File: src/rfzp_pkg.sv
// Shared types and constants of the row-wise zero-padded FIR filter.
package rfzp_pkg;

    localparam int SAMPLE_W   = 16;
    localparam int COEF_W     = 16;
    localparam int PROD_W     = SAMPLE_W + COEF_W;
    localparam int ACC_W      = 40;
    localparam int FRAC_BITS  = 14;
    localparam int OUT_W      = 24;
    localparam int TAP_CNT_W  = 5;
    localparam int ROW_LEN_W  = 13;
    localparam int CFG_IDX_W  = 1;
    localparam int CFG_DATA_W = 13;
    localparam int COEF_SLOTS = 16;
    localparam int TAP_IDX_W  = 4;
    localparam int LANE_IDX_W = 4;
    localparam int LANE_GROUP = 4;
    localparam int JQ_DEPTH   = 4;
    localparam int OQ_DEPTH   = 8;

    localparam logic signed [ACC_W-1:0] ROUND_BIAS = ACC_W'(2 ** (FRAC_BITS - 1));
    localparam logic signed [ACC_W-1:0] OUT_MAX    = ACC_W'(2 ** (OUT_W - 1) - 1);
    localparam logic signed [ACC_W-1:0] OUT_MIN    = -ACC_W'(2 ** (OUT_W - 1));

    typedef enum logic {
        CMD_SAMPLE = 1'b0,
        CMD_COEF   = 1'b1
    } command_t;

    typedef enum logic [CFG_IDX_W-1:0] {
        CFG_TAP_COUNT  = 1'b0,
        CFG_ROW_LENGTH = 1'b1
    } cfg_reg_t;

    typedef enum logic {
        JOB_FILTER = 1'b0,
        JOB_COEF   = 1'b1
    } job_kind_t;

    typedef struct packed {
        command_t                    command;
        logic signed [SAMPLE_W-1:0]  sample;
        logic [TAP_IDX_W-1:0]        tap_index;
        logic signed [COEF_W-1:0]    tap_value;
    } in_item_t;

    typedef struct packed {
        logic signed [OUT_W-1:0] filtered;
        logic                    row_end;
        logic                    run_last;
    } out_item_t;

    // Control part of one job; the sample window travels beside it.
    typedef struct packed {
        job_kind_t                kind;
        logic [TAP_IDX_W-1:0]     tap_index;
        logic signed [COEF_W-1:0] tap_value;
        logic [LANE_IDX_W-1:0]    d_first;
        logic                     row_last;
    } job_head_t;

    typedef struct packed {
        logic row_end;
        logic run_last;
    } res_flags_t;

endpackage

File: src/rfzp_front.sv
// Front end: configuration registers, row tracking, sample window and job building.
module rfzp_front
    import rfzp_pkg::*;
#(
    parameter int LANES   = 16,
    parameter int MAX_ROW = 4096,
    parameter int JOB_W   = $bits(job_head_t) + LANES * SAMPLE_W
) (
    input  logic                  clk,
    input  logic                  rst_n,
    input  logic                  cfg_we,
    input  logic [CFG_IDX_W-1:0]  cfg_index,
    input  logic [CFG_DATA_W-1:0] cfg_data,
    input  logic                  push,
    input  in_item_t              item,
    input  logic                  job_full,
    output logic                  job_push,
    output logic [JOB_W-1:0]      job_data,
    output logic [TAP_CNT_W-1:0]  taps
);

    localparam int CW = $clog2(MAX_ROW);
    localparam int MW = $clog2(MAX_ROW + 1);
    localparam int LW = (MW > ROW_LEN_W) ? MW : ROW_LEN_W;
    localparam int PW = CW + LANE_IDX_W;

    logic [TAP_CNT_W-1:0]       tap_count_reg;
    logic [ROW_LEN_W-1:0]       row_length_reg;
    logic [CW-1:0]              col_reg, col_next;
    logic signed [SAMPLE_W-1:0] win_reg  [LANES];
    logic signed [SAMPLE_W-1:0] win_next [LANES];

    logic                  accept, is_sample;
    logic [LW-1:0]         len_ext, m_use;
    logic [CW-1:0]         col_eff;
    logic                  row_start, row_last, emit;
    logic [TAP_CNT_W-1:0]  ahead_wide;
    logic [LANE_IDX_W-1:0] ahead;
    logic [PW-1:0]         p_ext, ahead_ext;
    job_head_t             head;
    logic [LANES*SAMPLE_W-1:0] win_flat;

    assign accept    = push && !job_full;
    assign is_sample = (item.command == CMD_SAMPLE);

    always_comb
    begin
        if (tap_count_reg == '0)
        begin
            taps = TAP_CNT_W'(1);
        end
        else if (tap_count_reg > TAP_CNT_W'(LANES))
        begin
            taps = TAP_CNT_W'(LANES);
        end
        else
        begin
            taps = tap_count_reg;
        end
    end

    always_comb
    begin
        len_ext = LW'(row_length_reg);
        if (len_ext == '0)
        begin
            m_use = LW'(1);
        end
        else if (len_ext > LW'(MAX_ROW))
        begin
            m_use = LW'(MAX_ROW);
        end
        else
        begin
            m_use = len_ext;
        end
    end

    // A position left past the end by a shorter row length restarts the row.
    assign col_eff    = (LW'(col_reg) >= m_use) ? '0 : col_reg;
    assign row_start  = (col_eff == '0);
    assign row_last   = (LW'(col_eff) == m_use - 1'b1);
    assign ahead_wide = taps - 1'b1 - (taps >> 1);
    assign ahead      = LANE_IDX_W'(ahead_wide);
    assign p_ext      = PW'(col_eff);
    assign ahead_ext  = PW'(ahead);
    assign emit       = row_last || (p_ext >= ahead_ext);
    assign col_next   = row_last ? '0 : col_eff + 1'b1;

    always_comb
    begin
        win_next[0] = item.sample;
        for (int i = 1; i < LANES; i++)
        begin
            win_next[i] = row_start ? '0 : win_reg[i-1];
        end
        for (int i = 0; i < LANES; i++)
        begin
            win_flat[i*SAMPLE_W +: SAMPLE_W] = win_next[i];
        end
    end

    always_comb
    begin
        head.kind      = is_sample ? JOB_FILTER : JOB_COEF;
        head.tap_index = item.tap_index;
        head.tap_value = item.tap_value;
        head.row_last  = row_last;
        if (row_last && (p_ext < ahead_ext))
        begin
            head.d_first = LANE_IDX_W'(p_ext);
        end
        else
        begin
            head.d_first = ahead;
        end
    end

    assign job_data = {head, win_flat};
    assign job_push = accept && (!is_sample || emit);

    always_ff @(posedge clk or negedge rst_n)
    begin
        if (!rst_n)
        begin
            tap_count_reg  <= TAP_CNT_W'(1);
            row_length_reg <= ROW_LEN_W'(4096);
        end
        else if (cfg_we)
        begin
            if (cfg_index == CFG_TAP_COUNT)
            begin
                tap_count_reg <= cfg_data[TAP_CNT_W-1:0];
            end
            else
            begin
                row_length_reg <= cfg_data[ROW_LEN_W-1:0];
            end
        end
    end

    always_ff @(posedge clk or negedge rst_n)
    begin
        if (!rst_n)
        begin
            col_reg <= '0;
            for (int i = 0; i < LANES; i++)
            begin
                win_reg[i] <= '0;
            end
        end
        else if (accept && is_sample)
        begin
            col_reg <= col_next;
            for (int i = 0; i < LANES; i++)
            begin
                win_reg[i] <= win_next[i];
            end
        end
    end

    a_row_wraps: assert property (@(posedge clk) disable iff (!rst_n)
        (accept && is_sample && row_last) |=> (col_reg == '0))
        else $error("column did not return to zero after the last sample of a row");

endmodule

File: config.mk
export PLATFORM = sky130hd
export DESIGN_NAME = rfzp_front
export DESIGN_NICKNAME = d
export VERILOG_FILES = /design/src/rfzp_pkg.sv /design/src/rfzp_front.sv
export SDC_FILE = /design/constraint.sdc
export NUM_CORES = 1
export LEC_CHECK = 0
export ABC_CLOCK_PERIOD_IN_PS = 5400
export BUFFER_PORTS_ARGS = -buffer_cell sky130_fd_sc_hd__buf_2
export CORE_MARGIN = 2
export CORE_UTILIZATION = 36
export DETAILED_ROUTE_END_ITERATION = 7
export GPL_TIMING_DRIVEN = 0
export SYNTH_ARGS = -nofsm -noshare
export SYNTH_HDL_FRONTEND = slang
export SYNTH_SLANG_ARGS = --single-unit
File: constraint.sdc
create_clock -name clk -period 5.4 [get_ports clk]
set_clock_uncertainty 0.2 [all_clocks]
set_input_delay 0.54 -clock clk [delete_from_list [all_inputs] [get_ports clk]]
set_output_delay 0.54 -clock clk [all_outputs]
set_load 0.01 [all_outputs]
Word-level counts from Yosys, hierarchy flattened
Index checks and enable logic that the tools add are counted.
- multiplexer cells: 23
- eq/ne operators: 1
- $lt $le $gt $ge: 5
- bitwise operators: 2
- add/sub/neg operators: 4
- reductions and logical operators: 12
- operators with widths (operator ; number):
    $mux 16 ; 15
    $mux 13 ; 2
    $mux 12 ; 2
    $eq 12x13->1 ; 1
    $ge 12x13->1 ; 1
    $gt 13x13->1 const B ; 1
    $logic_not 13->1 ; 1
    $sub 13x1->13 const B ; 1
    $add 12x1->12 const B ; 1
    $ge 12x4->1 ; 1
    $logic_not 12->1 ; 1
    $lt 12x4->1 ; 1
    $mux 5 ; 2
    $gt 5x5->1 const B ; 1
    $logic_not 5->1 ; 1
    $logic_and 1x1->1 ; 4
    $mux 4 ; 1
    $reduce_and 2->1 ; 2
    $sub 4x1->4 const B ; 1
    $sub 4x4->4 ; 1
    $logic_or 1x1->1 ; 2
    $not 1->1 ; 2
    $logic_not 1->1 ; 1
    $mux 1 ; 1
- register bits: 270
- input port bits: 56
- output and inout port bits: 288

Depth between registers and ports, before layout
- word-level depth: 9
- depth in mapped cells: 20

Worst setup path before layout
No wires, ideal clock.
- path kind: register -> output
- from: register row_length_reg[7] (netlist: len_ext[7])
- to: output port job_data[257]
- stages on the path, launching flop included: 19
- setup slack: 504 ps
- data arrival time: 4156 ps
- buffers on the path: 1
- cells stage by stage: dfrtp_1 > or4_4 > nor3_4 > a22o_1 > ha_1 > nand2b_1 > a31oi_1 > o21ai_0 > o21ai_1 > clkbuf_1 > nand2_1 > inv_1 > ha_1 > a21oi_1 > nand2_1 > a21oi_1 > o22ai_1 > nor2_2 > mux2_1
- word-level cells in the longest chain between the ends: 8
- elaborated cells between the ends (all ways): 11
- those cells by class: add/sub: 1; order compare: 3; eq/ne: 1; mux: 4; reduce/logical: 2
- RTL lines (item ; RTL line ; text):
    start: declaration ; rfzp_front.sv:28 ; logic [ROW_LEN_W-1:0] row_length_reg;
    start signal: assignment ; rfzp_front.sv:137 ; row_length_reg <= cfg_data[ROW_LEN_W-1:0];
    $gt 13x13->1 ; rfzp_front.sv:69 ; else if (len_ext > LW'(MAX_ROW))
    $mux 13 ; rfzp_front.sv:69 ;
    $mux 13 * ; rfzp_front.sv:65 ; if (len_ext == '0)
    $ge 12x13->1 ; rfzp_front.sv:80 ; assign col_eff = (LW'(col_reg) >= m_use) ? '0 : col_reg;
    $mux 12 ; rfzp_front.sv:80 ;
    $lt 12x4->1 / $eq 12x13->1 (equally long branches) ; rfzp_front.sv:109, rfzp_front.sv:82 ;
    $logic_and 1x1->1 ; rfzp_front.sv:109 ; if (row_last && (p_ext < ahead_ext))
    $mux 4 * ; rfzp_front.sv:109 ;
    end: declaration ; rfzp_front.sv:18 ; output logic [JOB_W-1:0] job_data,
Every way passes the cells marked *; elsewhere a longest branch is shown, timed or not.

Final worst setup path
- from: register row_length_reg[4] (netlist: len_ext[4])
- to: output port job_data[257]
Same word-level chain as after synthesis.

==> results.yml <==
worst_setup_path:
  critPathLaunchType: "flip-flop"
  r2r-end: "col_reg[9]"
  required_ns: 4.66
  worstPathMaxFanout: 5
  worstSetupEndpointType: "primary output"
  startpoint: "len_ext[4]"
  arrival_ns: 4.51
  r2r_cells: 16
  reg2reg_from: "len_ext[4]"
  critPathCapture: "job_data[257]"
  worstSetupPathType: "reg2out"
  r2r_slack_ns: 1.08
clock_network:
  clock-sinks: 270
  cts_tree: "yes"
  clk_pin_slew_ns: 0.06
  cts_buffers: 30
  clockBufferDepth: 3
  clock-root-buffer: "clkbuf_16"
  h-tree-depth: 1
  clock_latency_ns: 0.58
floorplanning:
  die_area_um2: 38800
  start_util_pct: 36.6
  die_y_um: 197
  ios: 344
  coreArea_um2: 36600
  die-width_um: 197
  rows: 70
cells_and_area:
  final_common_cell: "buf_2"
  fin_nets: 1640
  n_fill_cell: 3425
  final_cells: 2055
  diodes: 0
  fin_util_pct: 47.3
  areaGrowthSynthToFinish_pct: 29.3
  largest_register_ffs: 240
  drive_gt1_share_pct: 46.7
  final_cell_mix: "buf_2, dfrtp_1, mux2_2"
synthesis:
  synthCells: 1166
  synth_area_leaders: "dfrtp_1, mux2_2, and2_1"
  synth_nets: 1241
  async_reset_ff_share_pct: 100
  synth_cell_types: 68
  ys_warn_count: 0
  synth_edf_count: 0
  syn_avg_cell_area_um2: 11.5
  yosys.area.top_type: "dfrtp_1"
  ys_seq_area_share_pct: 50.4
  ys_seq_elements: 270
  synth_area_um2: 13400
  synth_top_area_share_pct: 50.0
  synthFlopType: "dfrtp_1"
timing:
  finalHoldViolCount: 0
  slew_violations: 0
  tightest_slew_ns: 0.833
  setup_ws_ns: 0.147
  fin_crit_ns: 5.25
  setup_viol: 0
  slew-limit-headroom_pct: 44.5
  fmax_ghz: 0.190
  timing.hold.ws_ns: 0.0214
  period_share_pct: 97.3
placed_design:
  dp_hpwl_um: 29300
  dp_cells: 1958
  io_buffer_count: 322
  dp_slack_ns: -0.841
  gpl.final_weighted_congestion: 0.867
job:
  cap_violations: 0
detailed_routing:
  post_drt_wl_per_cell_um: 18.3
  drtAntennaViolNets: 0
  first_pass_iters: 4
  drc: 0
  dr.first_iter.drc_count: 366
  routed_via_density: 4.89
  wirelength_um: 37700
  num_vias: 10000
pwr:
  vdd_drop_max_v: 0.000320
  power.density_nw_per_um2: 443
  leakage_nw: 9.07
run_status:
  outcome: "finished, final reports clean"
grt:
  grt_pass1_vias: 10100
  grt-ovfl-total: 0
  antenna_found_initial: 0
  grtUsageTotal_pct: 19.3
  grt_pass1_wl_um: 58400
  grt_max_degree: 100
min_path:
  hp-class: "in2reg"
## where the power goes
part | switching [mW] | leakage [nW] | internal (mW)
Clock | 0.853 | 0.512 | 1.27
Combinational | 1.62 | 4.95 | 1.25
Sequential | 0.231 | 3.60 | 2.46
Total | 2.71 | 9.07 | 4.97
## cells in the mapped netlist, types with 3 or more instances
| cell type | number |
|---|---|
| o211ai_1 | 3 |
| nor3_1 | 7 |
| inv_1 | 15 |
| buf_4 | 39 |
| nand2b_1 | 9 |
| and3_1 | 4 |
| and2_1 | 242 |
| nor2b_1 | 3 |
| xnor2_1 | 8 |
| o22ai_1 | 3 |
| nand2_1 | 81 |
| xor2_1 | 4 |
| nor2_1 | 26 |
| a31oi_1 | 6 |
| buf_1 | 6 |
| dfrtp_1 | 268 |
| o21ai_0 | 9 |
| mux2_2 | 243 |
| nand4_1 | 7 |
| o21ai_1 | 7 |
| nand3_1 | 16 |
| nor4b_1 | 3 |
| a21oi_1 | 18 |
| ha_1 | 18 |
| clkbuf_1 | 62 |
| nor4_1 | 5 |
## repair_timing
| action | in CTS | in global routing |
|---|---|---|
| pin swaps | 8 | 10 |
| hold buffers | 25 | 1 |
| gates cloned | 0 | 0 |
| endpoints found under the setup margin | 437 | 159 |
| setup buffers | 9 | 10 |
| resized for setup | 42 | 38 |
| endpoints found under the hold margin | 100 | 1 |
## through the flow
stage	TNS [ns]	area [µm²]	power, mW
after floorplan	0	13400	4.27
after global placement	-594.27	15600	5.33
after detailed placement	-172.29	15700	5.39
after CTS	0	17100	7.67
after global routing	-0.0697	17300	8.21
final	0	17300	7.68
## cell families after synthesis
family | after synthesis | share of synthesized area [%]
adders and majority gates | 19 | 1.83
xor gates and xnor gates | 12 | 0.784
other | 1 | 0.0280
DFF | 270 | 50.4
buffers and inverters | 124 | 4.63
AOI/OAI and AO/OA | 75 | 3.99
and+or+nand+nor | 420 | 17.8
muxes | 245 | 20.6
## layout make-up
| type | count | area, µm² | area share [%] |
|---|---|---|---|
| repair buffers | 369 | 2090 | 12.1 |
| inverters | 15 | 56.3 | 0.325 |
| well taps | 468 | 586 | 3.38 |
| flip-flops and latches | 270 | 6760 | 39.0 |
| clock buffers | 40 | 870 | 5.02 |
| multi-input cells | 772 | 6210 | 35.8 |
| clock inverters | 14 | 154 | 0.888 |
| plain buffers | 107 | 606 | 3.49 |
## worst min path at each step
stage / from / endpoint / slack (ns) / cells past startpoint
6_report: item[32] / win_reg[252] / 0.02 / 3
5_1_grt: cfg_data[0] / len_ext[0] / 0.007 / 2
4_1_cts: item[32] / win_reg[252] / 0.0005 / 3
3_5_place_dp: win_reg[242] / win_reg[242] / 0.25 / 2
3_3_place_gp: win_reg[248] / win_reg[248] / 0.25 / 2
2_1_floorplan: rst_n / col_reg[0] / 0.04 / 0
## routing by layer
layer,track usage (%),vias to the layer above,share of wire (%)
met5,0,-,0
met4,4.46,0,1.7
met3,6.74,41,9.6
met2,33.1,353,48
met1,23.3,4874,41
li1,-,4771,-
## worst max-delay path, stage by stage, from the launching register on
cell and delay (ns):
dfrtp_2 0.44, or4_4 0.57, nor3_4 0.14, a22o_4 0.15, ha_1 0.22, nand2b_4 0.15
a31oi_4 0.23, o21ai_4 0.10, o21ai_4 0.22, clkbuf_8 0.17, nand2_2 0.07, inv_2 0.11
ha_4 0.21, a21oi_2 0.15, nand2_1 0.08, a21oi_2 0.21, o22ai_4 0.11, nor2_4 0.16
mux2_4 0.32, buf_6 0.12
Power figures use the tool's default switching activity.
