File: src/rfzp_fifo.sv
// Small register-based first-in first-out queue.
module rfzp_fifo #(
    parameter int WIDTH = 8,
    parameter int DEPTH = 4
) (
    input  logic             clk,
    input  logic             rst_n,
    input  logic             wr_en,
    input  logic [WIDTH-1:0] wr_data,
    input  logic             rd_en,
    output logic [WIDTH-1:0] rd_data,
    output logic             full,
    output logic             empty
);

    localparam int AW   = (DEPTH > 1) ? $clog2(DEPTH) : 1;
    localparam int CNTW = $clog2(DEPTH + 1);

    logic [WIDTH-1:0] mem_reg [DEPTH];
    logic [AW-1:0]    wr_ptr_reg, wr_ptr_next;
    logic [AW-1:0]    rd_ptr_reg, rd_ptr_next;
    logic [CNTW-1:0]  count_reg, count_next;
    logic             do_wr, do_rd;

    assign full    = (count_reg == CNTW'(DEPTH));
    assign empty   = (count_reg == '0);
    assign do_wr   = wr_en && !full;
    assign do_rd   = rd_en && !empty;
    assign rd_data = mem_reg[rd_ptr_reg];

    always_comb
    begin
        wr_ptr_next = wr_ptr_reg;
        rd_ptr_next = rd_ptr_reg;
        count_next  = count_reg;
        if (do_wr)
        begin
            wr_ptr_next = (wr_ptr_reg == AW'(DEPTH - 1)) ? '0 : wr_ptr_reg + 1'b1;
        end
        if (do_rd)
        begin
            rd_ptr_next = (rd_ptr_reg == AW'(DEPTH - 1)) ? '0 : rd_ptr_reg + 1'b1;
        end
        if (do_wr && !do_rd)
        begin
            count_next = count_reg + 1'b1;
        end
        else if (do_rd && !do_wr)
        begin
            count_next = count_reg - 1'b1;
        end
    end

    always_ff @(posedge clk or negedge rst_n)
    begin
        if (!rst_n)
        begin
            wr_ptr_reg <= '0;
            rd_ptr_reg <= '0;
            count_reg  <= '0;
        end
        else
        begin
            wr_ptr_reg <= wr_ptr_next;
            rd_ptr_reg <= rd_ptr_next;
            count_reg  <= count_next;
        end
    end

    always_ff @(posedge clk)
    begin
        if (do_wr)
        begin
            mem_reg[wr_ptr_reg] <= wr_data;
        end
    end

endmodule

File: config.mk
export PLATFORM = sky130hd
export DESIGN_NAME = rfzp_fifo
export DESIGN_NICKNAME = d
export VERILOG_FILES = /design/src/rfzp_fifo.sv
export SDC_FILE = /design/constraint.sdc
export NUM_CORES = 1
export LEC_CHECK = 0
export BUFFER_PORTS_ARGS = -buffer_cell sky130_fd_sc_hd__buf_2
export CORE_UTILIZATION = 37
export CTS_CLUSTER_DIAMETER = 60
export DETAILED_ROUTE_END_ITERATION = 10
export GPL_TIMING_DRIVEN = 0
export SYNTH_ARGS = -nofsm -noshare
export SYNTH_HDL_FRONTEND = slang
export SYNTH_SLANG_ARGS = --single-unit
File: constraint.sdc
create_clock -name clk -period 2.4 [get_ports clk]
set_input_delay 0.12 -clock clk [delete_from_list [all_inputs] [get_ports clk]]
set_output_delay 0.12 -clock clk [all_outputs]
set_load 0.1 [all_outputs]
=== Yosys cells after proc, flatten, opt, wreduce, memory -nomap -nowiden ===
Memory sizes are Yosys's and may differ from the RTL's.
Index checks and enable logic that the tools add are counted.

* Memories kept: 1
* Word-level logic and storage cells: 27
* RAM bits: 32
* Input port bits: 12
* Output and inout port bits: 10
* Bits in registers: 7

* Reduce and logical (&&, ||, !) cells: 10
* Eq/ne operators: 3
* Add/sub/neg operators: 4
* Multiplexer cells: 6

{| class="wikitable"
|+ Memories
! name !! words !! bits a word !! rd ports !! clocked after memory_dff !! write ports !! RTL line !! text
|-
| mem_reg || 4 || 8 || 1 || 0 || 1 || 19 || <nowiki>logic [WIDTH-1:0] mem_reg [DEPTH];</nowiki>
|}

{| class="wikitable"
|+ Operator list
! kind !! count
|-
| 3-bit 2-to-1 mux || 2
|-
| 2-bit by 1-bit adder with 2-bit output, second input constant || 2
|-
| 2-bit equality test, second input constant || 2
|-
| 1-bit logical AND || 4
|-
| 1-bit logical NOT || 4
|-
| 2-bit 2-to-1 mux || 2
|-
| 3-bit by 1-bit adder with 3-bit output, second input constant || 1
|-
| 3-bit equality test, second input constant || 1
|-
| 3-bit logical NOT || 1
|-
| 3-bit by 1-bit subtractor with 3-bit output, second input constant || 1
|-
| 1-bit 2-to-1 mux || 2
|-
| 2-bit nonzero test || 1
|}

=== Longest topological paths before layout ===
Gate-level depths: netlist of run 1.

* Depth after elaboration: 7
* Mapped depth: 9
* Mapped depth without buffers: 8

=== Worst setup path before layout of run 1 ===
No wires, ideal clock.

* Path type: reg2reg
* From: reg count_reg[0]
* To: reg count_reg[2]
* Clock period less this slack: 4.121 ns
* Path slack: -1.721 ns
* Setup time: 0.079 ns
* Data arrival time: 4.042 ns
* Data required time: 2.321 ns
* Stages on the path, launching flop included: 9
* Buffers on the path: 0
* Cells stage by stage: dfrtp_1 -> nor3_1 -> nand2b_4 -> ha_1 -> inv_1 -> fa_1 -> xor2_1 -> nor2_1 -> xor2_1

* Longest elaborated chain between the ends: 6
* Elaborated cells on any way between the ends: 15
* Those cells by class: 2 x add/sub; 1 x eq/ne; 2 x mux; 10 x reduce/logical

{| class="wikitable"
|+ RTL lines
! item !! RTL line !! text
|-
| from (decl) || 22 || <nowiki>logic [CNTW-1:0] count_reg, count_next;</nowiki>
|-
| from (signal assigned) || 66 || <nowiki>count_reg <= count_next;</nowiki>
|-
| 3-bit logical NOT * || 26 || <nowiki>assign empty = (count_reg == '0);</nowiki>
|-
| via empty || 13 || <nowiki>output logic empty</nowiki>
|-
| 1-bit logical NOT * || 28 || <nowiki>assign do_rd = rd_en && !empty;</nowiki>
|-
| 1-bit logical AND * || 28 ||
|-
| 1-bit logical NOT || 44 || <nowiki>if (do_wr && !do_rd)</nowiki>
|-
| 1-bit logical AND || 44 ||
|-
| 3-bit 2-to-1 mux or 2-bit nonzero test (tied branches) || n/a ||
|}

Mark *: on every way through the listed nets, which the timed path passes. The rest lies on a longest branch. The select of a mux whose other input is x is not followed.
A chain may end at the register's enable or synchronous reset.

=== Final worst setup path of run 1 ===
* From: reg rd_ptr_reg[0]
* To: out rd_data[1]

* Longest elaborated chain between the ends: 1

{| class="wikitable"
|+ RTL lines
! item !! RTL line !! text
|-
| from (decl) || 21 || <nowiki>logic [AW-1:0] rd_ptr_reg, rd_ptr_next;</nowiki>
|-
| from (signal assigned) || 65 || <nowiki>rd_ptr_reg <= rd_ptr_next;</nowiki>
|-
| memory read 4 x 8 bit || n/a ||
|-
| to (decl) || 11 || <nowiki>output logic [WIDTH-1:0] rd_data,</nowiki>
|}

No other way between the ends.

==> results of run 1 <==
logic make-up after synthesis:
group | after synthesis | synth area share [%]
XOR/XNOR | 3 | 1.622
adder cells (fa/ha/maj) | 7 | 5.869
buffers and inverters | 6 | 1.930
flip-flops | 39 | 70.12
multiplexers | 13 | 15.06
AND/OR/NAND/NOR | 11 | 5.405
worst max-delay path: stages, from the launching register on:
cell and delay, ns:
dfrtp_1 0.35, buf_2 0.31, mux4_2 0.55, buf_2 0.31
metrics by stage:
stage	hold slack (ns)	cells	utilization, %
final	0.03721	159	47.04
after global routing	0.02854	159	47.04
after CTS	0.03332	159	47.04
after detailed placement	-0.03455	150	44.06
after global placement	-0.03887	150	44.06
after floorplan	-0.1756	79	-
area by class of cell:
class | count | area (sq um) | area share, %
plain buffers | 3 | 20.02 | 1.034
clock buffers | 5 | 68.82 | 3.555
clock inverters | 3 | 43.79 | 2.262
inverters | 3 | 11.26 | 0.5818
multi-input cells | 34 | 476.7 | 24.63
flip-flops and latches | 39 | 1137 | 58.76
well taps | 50 | 62.56 | 3.232
repair buffers | 22 | 115.1 | 5.947
final timing paths:
kind / from / endpoint / depth (start not counted)
max in group asynchronous: rst_n / count_reg[0] / 2
worst max register to register: count_reg[2] / count_reg[2] / 9
min in group asynchronous: rst_n / count_reg[1] / 2
worst min register to register: count_reg[2] / count_reg[2] / 1
worst max-delay path: rd_ptr_reg[0] / rd_data[1] / 3
worst min-delay path: wr_data[0] / mem_reg[3][0] / 1
routing by layer:
layer / global-route usage [%] / up-vias / part of all wire (%)
met1: 15.53 / 390 / 41
met3: 5.500 / 6 / 4.5
met2: 20.71 / 14 / 53
li1: - / 361 / -
met5: 0 / - / 0
met4: 6.250 / 0 / 2.0
synthesized netlist by cell type, drive strengths merged:
master	instances
nor3b	1
nor2b	1
xnor2	1
fa	1
buf	3
edfxtp	32
mux4	8
nor3	1
nand2b	1
and2	4
xor2	2
ha	6
dfrtp	7
mux2	5
inv	3
nor2	3
==> out/qor.csv, run 1 <==
metric;value;unit
syn_to_final_growth;19.46;%
max_cap_violations;0;
relSlewSlack;63.84;%
cts.repair.resized;0;
setup_viol;0;
cts_tree;built;
finalMaxSlewViolations;0;
cts.sinks;39;
core.rowCount;23;
final.setup.tns;0;ns
ys_seq_area_share;70.12;%
netlist_instances;79;
cts_setup_buffers;0;
cp-end-kind;output pin;
synth_top_area_cell;edfxtp_1;
final_common_cell;edfxtp_1;
cts-root-buf;clkbuf_8;
hold_buffers;1;
die_area;4648;sq um
cp.arrival;1.81;ns
avgViaCountPerCell;4.849;
synth_warnings;0;
fin_ws;0.4688;ns
netlist-cell-type-count;19;
final_antenna_net_count;0;
crit_type;register to output pin;
gp_congestion;0.6433;
stdcell_area;1936;sq um
coreArea;4115;sq um
fp.dieW;68.18;um
worst_pin_slew;0.5424;ns
min_path_type;input pin to register;
drt_wl_total;2423;um
dr.pass1.iters;3;
cts_made_buffers;5;
drtIter0Drc;41;
yosys_register_bits;39;
fin_crit;1.931;ns
place_ws;0.4900;ns
regToRegSetupSlack;0.48;ns
antenna_found_initial;0;
syn_avg_cell_area;20.51;sq um
antenna_cells;0;
io_buffers;21;
ios;22;
fin_crit_sh;80.47;%
grt_max_degree;14;
chipHeight;68.18;um
grt_overflow;0;
drive_gt1_share;50.46;%
grtUsageTotal;13.16;%
rsz0062_at_grt;no;
clkLatencyLatePin;0.29;ns
initial_utilization;39.37;%
cp-start-kind;register;
finClkSkew;0.003403;ns
largest_reg_flops;32;
synth_area;1620;sq um
fillers;364;
final_cell_mix;32 x edfxtp_1, 22 x buf_2, 8 x mux4_2, 6 x dfrtp_1;
htree_num_levels;2;
grt_pass1_wl;4057;um
avgRoutedWirePerCell;15.24;um
hold_viol;0;
grt_pass1_vias;827;
yosysTopAreaCellShare;59.31;%
fmax;0.5178;GHz
vias;771;
path_clk_slew;0.08;ns
synth_area_leaders;edfxtp_1 59%, mux4_2 11%, dfrtp_1 11%;
placed_cell_area;1813;sq um
outcome;completed;
nets;127;
required;2.28;ns
clockBufferDepth;2;
path_max_fanout;10;
post-route-drc-count;0;
synthesis.nets;98;
Power of run 1 is left out: the tool's default activity adds up to more than one toggle a clock period on the data nets, which glitch-free logic cannot reach.
==> run 2, diff against run 1 <==
Settings changed: ABC_AREA set to 1.
Clock period 2.4 ns to 1.8 ns, I/O delays scaled along.
==> run 2 against run 1 <==
  * Via count grew 50%
  * Sequential share of layout area shrank 6.2 points
  * Setup slack lost 0.37 ns
  * Critical path depth grew 7
  * Wire length grew 34%
  * Synthesized cell count grew 95%
  * Die area grew 8.3%
  * Clock-buffer cell count is the same
  * Largest cell class unchanged
==> out/qor.csv, run 2 <==
metric;value;unit
clockBufferDepth;2;
drtIter0Drc;79;
grt_overflow;0;
setup_viol;0;
antenna_found_initial;0;
initial_utilization;39.32;%
placed_cells;227;
avgRoutedWirePerCell;13.43;um
netlist_instances;154;
synthFlopType;edfxtp_1;
syn_to_final_growth;22.97;%
drive_gt1_share;28.95;%
final_antenna_net_count;0;
synth_warnings;0;
max_cap_violations;0;
antenna_cells;0;
outcome;completed;
drt_wl_total;3251;um
fp.dieW;70.96;um
final_cell_mix;37 x nand2_1, 32 x edfxtp_1, 27 x inv_1, 15 x o211ai_1;
ios;22;
gp_congestion;0.7057;
path_clk_slew;0.08;ns
min_path_type;input pin to register;
grt_max_degree;14;
largest_reg_flops;32;
post-route-drc-count;0;
syn_avg_cell_area;11.42;sq um
yosys_register_bits;39;
avgViaCountPerCell;4.793;
synth.most_common_cell;nand2_1;
worst_path_largest_cell_delay;0.43;ns
htree_num_levels;2;
grt_pass1_vias;1155;
crit_type;register to register;
final_common_cell;nand2_1;
synth_edf_count;32;
fin_crit;1.704;ns
finalMaxSlewViolations;0;
synth_area_leaders;edfxtp_1 55%, dfrtp_1 10%, nand2_1 8.1%;
path_cells;inv_2, nand3_2, nand2_2, ha_2, inv_2, fa_2, nand2_1, nand3_1, nand2_1, nand2_1;
critPathMostFrequentCell;nand2_1;
clkLatencyLatePin;0.29;ns
fillers;404;
hold_viol;0;
relSlewSlack;67.10;%
place_ws;-0.1274;ns
slowest_stage;dfrtp_1;
path_max_fanout;4;
finClkSkew;0.004044;ns
vias;1160;
chipHeight;70.96;um
synthArstFlopShare;17.95;%
yosysTopAreaCellShare;54.62;%
ys_seq_area_share;64.58;%
grt_pass1_wl;5430;um
io_buffers;21;
grtUsageTotal;14.73;%
nets;208;
coreArea;4474;sq um
cts.sinks;39;
die_area;5035;sq um
synth_area;1759;sq um
yosys-top-cells-count;38 x nand2_1, 32 x edfxtp_1, 31 x inv_1, 15 x o211ai_1;
fin_crit_sh;94.68;%
cts_made_buffers;5;
required;1.99;ns
cts_tree;built;
dr.pass1.iters;6;
finalNonFillerCells;242;
synthesis.nets;173;
netlist-cell-type-count;16;
core.rowCount;24;
cp-start-kind;register;
dp_hpwl;2193;um
worst_pin_slew;0.4930;ns
fin_ws;0.09577;ns
cp.arrival;1.89;ns
cp-end-kind;register;
synth_top_area_cell;edfxtp_1;
fmax;0.5868;GHz
cts-root-buf;clkbuf_8;
[run 2: changes by cell type after synthesis, sizes merged, moves of 2 or more]
cell	before	now
xor2	2	0
nand3	0	7
inv	3	32
mux2	5	0
mux4	8	0
nor2	3	6
buf	3	5
nand2	0	39
o211ai	0	16
and2	4	0
[run 2: final timing paths]
kind	cells past startpoint	end	start	slack (ns)
max reg2reg	10	count_reg[2]	count_reg[2]	0.1
min	1	mem_reg[3][4]	wr_data[4]	0.008
min in group asynchronous	2	wr_ptr_reg[1]	rst_n	0.15
min reg2reg	2	wr_ptr_reg[1]	wr_ptr_reg[1]	0.56
max	10	count_reg[2]	count_reg[2]	0.1
max in group asynchronous	2	rd_ptr_reg[0]	rst_n	1.49
[run 2: logic make-up after synthesis]
family                   Yosys count  synth area share [%]
buffers and inverters             37                 10.03
flip-flops                        39                 64.58
AND/OR/NAND/NOR                   53                 12.09
XOR/XNOR                           1                0.4980
adder cells (fa/ha/maj)            7                 5.405
AO/OA/AOI/OAI                     17                 7.397
[run 2: per-layer routing]
| layer | routed length (um) | vias up | part of all wire (%) | track usage (%) |
|---|---|---|---|---|
| li1 | - | 579 | - | - |
| met2 | 1645 | 23 | 51 | 24.25 |
| met5 | 0 | - | 0 | 0 |
| met3 | 127 | 5 | 3.9 | 4.274 |
| met1 | 1414 | 553 | 43 | 17.65 |
| met4 | 64 | 0 | 2.0 | 7.556 |
[run 2: through the flow]
step	hold WS [ns]	setup TNS, ns	util (%)	cell area (sq um)
2_1_floorplan	-0.2056	0	-	1759
3_3_place_gp	-0.06786	-0.2734	43.12	1929
3_5_place_dp	-0.06383	-0.6696	43.12	1929
4_1_cts	0.0001518	-0.007075	46.87	2097
5_1_grt	0.003761	-0.004317	48.35	2163
6_report	0.008126	0	48.35	2163
[run 2: timing repair]
item	CTS	global route
setup endpoints to repair	42	35
endpoints found under the hold margin	7	4
setup buffers	1	4
hold buffers	1	1
resized for setup	12	11
pin swaps	0	4
[run 2: layout make-up]
cell class	instances	area [sq um]	share of cell area [%]
Timing Repair Buffer	28	182.7	8.444
Clock buffer	5	68.82	3.181
Buffer	5	56.30	2.603
Inverter	32	123.9	5.726
Multi-Input combinational cell	78	486.7	22.50
Tap cell	52	65.06	3.008
Clock inverter	3	43.79	2.024
Sequential cell	39	1136	52.52
[run 2: worst max-delay path: cells and delay by family, from the launching register on]
family / cells / cell delay [ns]
flops: 1 / 0.43
fa+ha+maj: 2 / 0.53
simple gates: 6 / 0.52
buf+inv: 2 / 0.12
Power of run 2 is left out for the same reason.
==> run 3, diff against run 2 <==
Settings changed: BUFFER_PORTS_ARGS -buffer_cell sky130_fd_sc_hd__buf_2 to -buffer_cell sky130_fd_sc_hd__clkbuf_2.
==> run 3 against run 2 <==
  * Critical path type unchanged
  * Clock skew up 0.00095 ns
  * First-iteration DRC count down 13%
  * Via count down 2.2%
  * Critical endpoint unchanged
  * Core utilization down 0.73 points
  * Hold slack better by 0.0044 ns
  * Critical path depth unchanged
  * Fmax down 2.8%
==> out/qor.csv, run 3 (synthesis results as in run 2) <==
metric;value;unit
rsz0062_at_grt;yes;
final_common_cell;nand2_1;
chipHeight;70.96;um
drive_gt1_share;25.67;%
final_cell_mix;37 x nand2_1, 32 x edfxtp_1, 27 x inv_1, 15 x o211ai_1, 13 x clkbuf_2;
dp_hpwl;2239;um
post-route-drc-count;0;
crit_type;register to register;
max_cap_violations;0;
outcome;completed;
path_max_fanout;4;
cts_tree;built;
grt_max_degree;14;
regToRegSetupSlack;0.05;ns
finClkSkew;0.004994;ns
relSlewSlack;44.87;%
min_path_type;input pin to register;
drt_wl_total;3222;um
finalMaxSlewViolations;0;
cts.sinks;39;
grt_pass1_wl;5727;um
cp.arrival;1.93;ns
die_area;5035;sq um
avgViaCountPerCell;4.749;
final_antenna_net_count;0;
ios;22;
syn_to_final_growth;21.12;%
path_clk_slew;0.08;ns
cp-end-kind;register;
fp.dieW;70.96;um
gp_congestion;0.7079;
io_buffers;21;
largest_reg_flops;32;
fin_crit;1.753;ns
drtIter0Drc;69;
required;1.98;ns
avgRoutedWirePerCell;13.48;um
cts_made_buffers;5;
cts-root-buf;clkbuf_8;
nets;205;
fillers;394;
htree_num_levels;2;
core.rowCount;24;
clockBufferDepth;2;
grtUsageTotal;15.42;%
setup_viol;0;
grt_overflow;0;
grt_pass1_vias;1244;
antenna_found_initial;0;
dr.pass1.iters;6;
fmax;0.5704;GHz
hold_viol;0;
initial_utilization;39.32;%
coreArea;4474;sq um
worst_pin_slew;0.8239;ns
fin_crit_sh;97.39;%
finalCoreUtilization;47.62;%
antenna_cells;0;
cp-start-kind;register;
vias;1135;
clkLatencyLatePin;0.29;ns
[run 3: layer usage]
layer  up-vias  global-route usage [%]  wire length [um]  part of all wire, %
li1        574                       -                 -                    -
met5         -                       0                 0                    0
met1       533                   17.51              1347                   42
met2        20                   27.14              1698                   53
met4         0                   8.000                68                  2.1
met3         8                   3.561               108                  3.4
[run 3: area by class of cell]
| cell class | instances | area [sq um] | area share (%) |
|---|---|---|---|
| buffer | 5 | 56.30 | 2.642 |
| tap | 52 | 65.06 | 3.053 |
| multi-input combinational | 78 | 476.7 | 22.37 |
| sequential | 39 | 1136 | 53.32 |
| clock inverter | 3 | 43.79 | 2.055 |
| inverter | 32 | 123.9 | 5.813 |
| timing repair buffer | 25 | 160.2 | 7.516 |
| clock buffer | 5 | 68.82 | 3.230 |
[run 3: timing repair]
item	4_1_cts	5_1_grt
pin swaps	1	1
setup endpoints to repair	42	18
resized for setup	14	5
hold buffers	2	0
hold endpoints to repair	9	0
setup buffers	1	1
[run 3: worst paths after layout]
| check | from | end | cells after the start |
|---|---|---|---|
| setup / recovery | count_reg[2] | count_reg[2] | 10 |
| hold / removal | wr_data[4] | mem_reg[1][4] | 1 |
| setup reg to reg | count_reg[2] | count_reg[2] | 10 |
| hold reg to reg | wr_ptr_reg[1] | wr_ptr_reg[1] | 2 |
| max in group asynchronous | rst_n | count_reg[1] | 2 |
| min in group asynchronous | rst_n | rd_ptr_reg[0] | 2 |
[run 3: metrics by stage]
step	hold WS [ns]	setup TNS [ns]	worst slack (ns)	area, sq um	std cells
after detailed placement	-0.05768	-1.450	-0.1251	1929	227
final	0.01251	0	0.04699	2131	239
after global placement	-0.06303	-0.2250	-0.01613	1929	227
after floorplan	-0.2056	0	0.1069	1759	154
after global routing	0.01404	-0.06395	-0.06395	2131	239
after CTS	0.004376	0	0.02192	2115	238
[run 3: critical path, stage by stage, from the launching register on]
cell and delay (ns):
dfrtp_1 0.43, inv_2 0.09, nand3_2 0.11, nand2_2 0.10
ha_2 0.19, inv_2 0.04, fa_1 0.39, nand2_1 0.11
nand3_1 0.09, nand2_1 0.06, nand2_1 0.05
Power of run 3 is left out for the same reason.
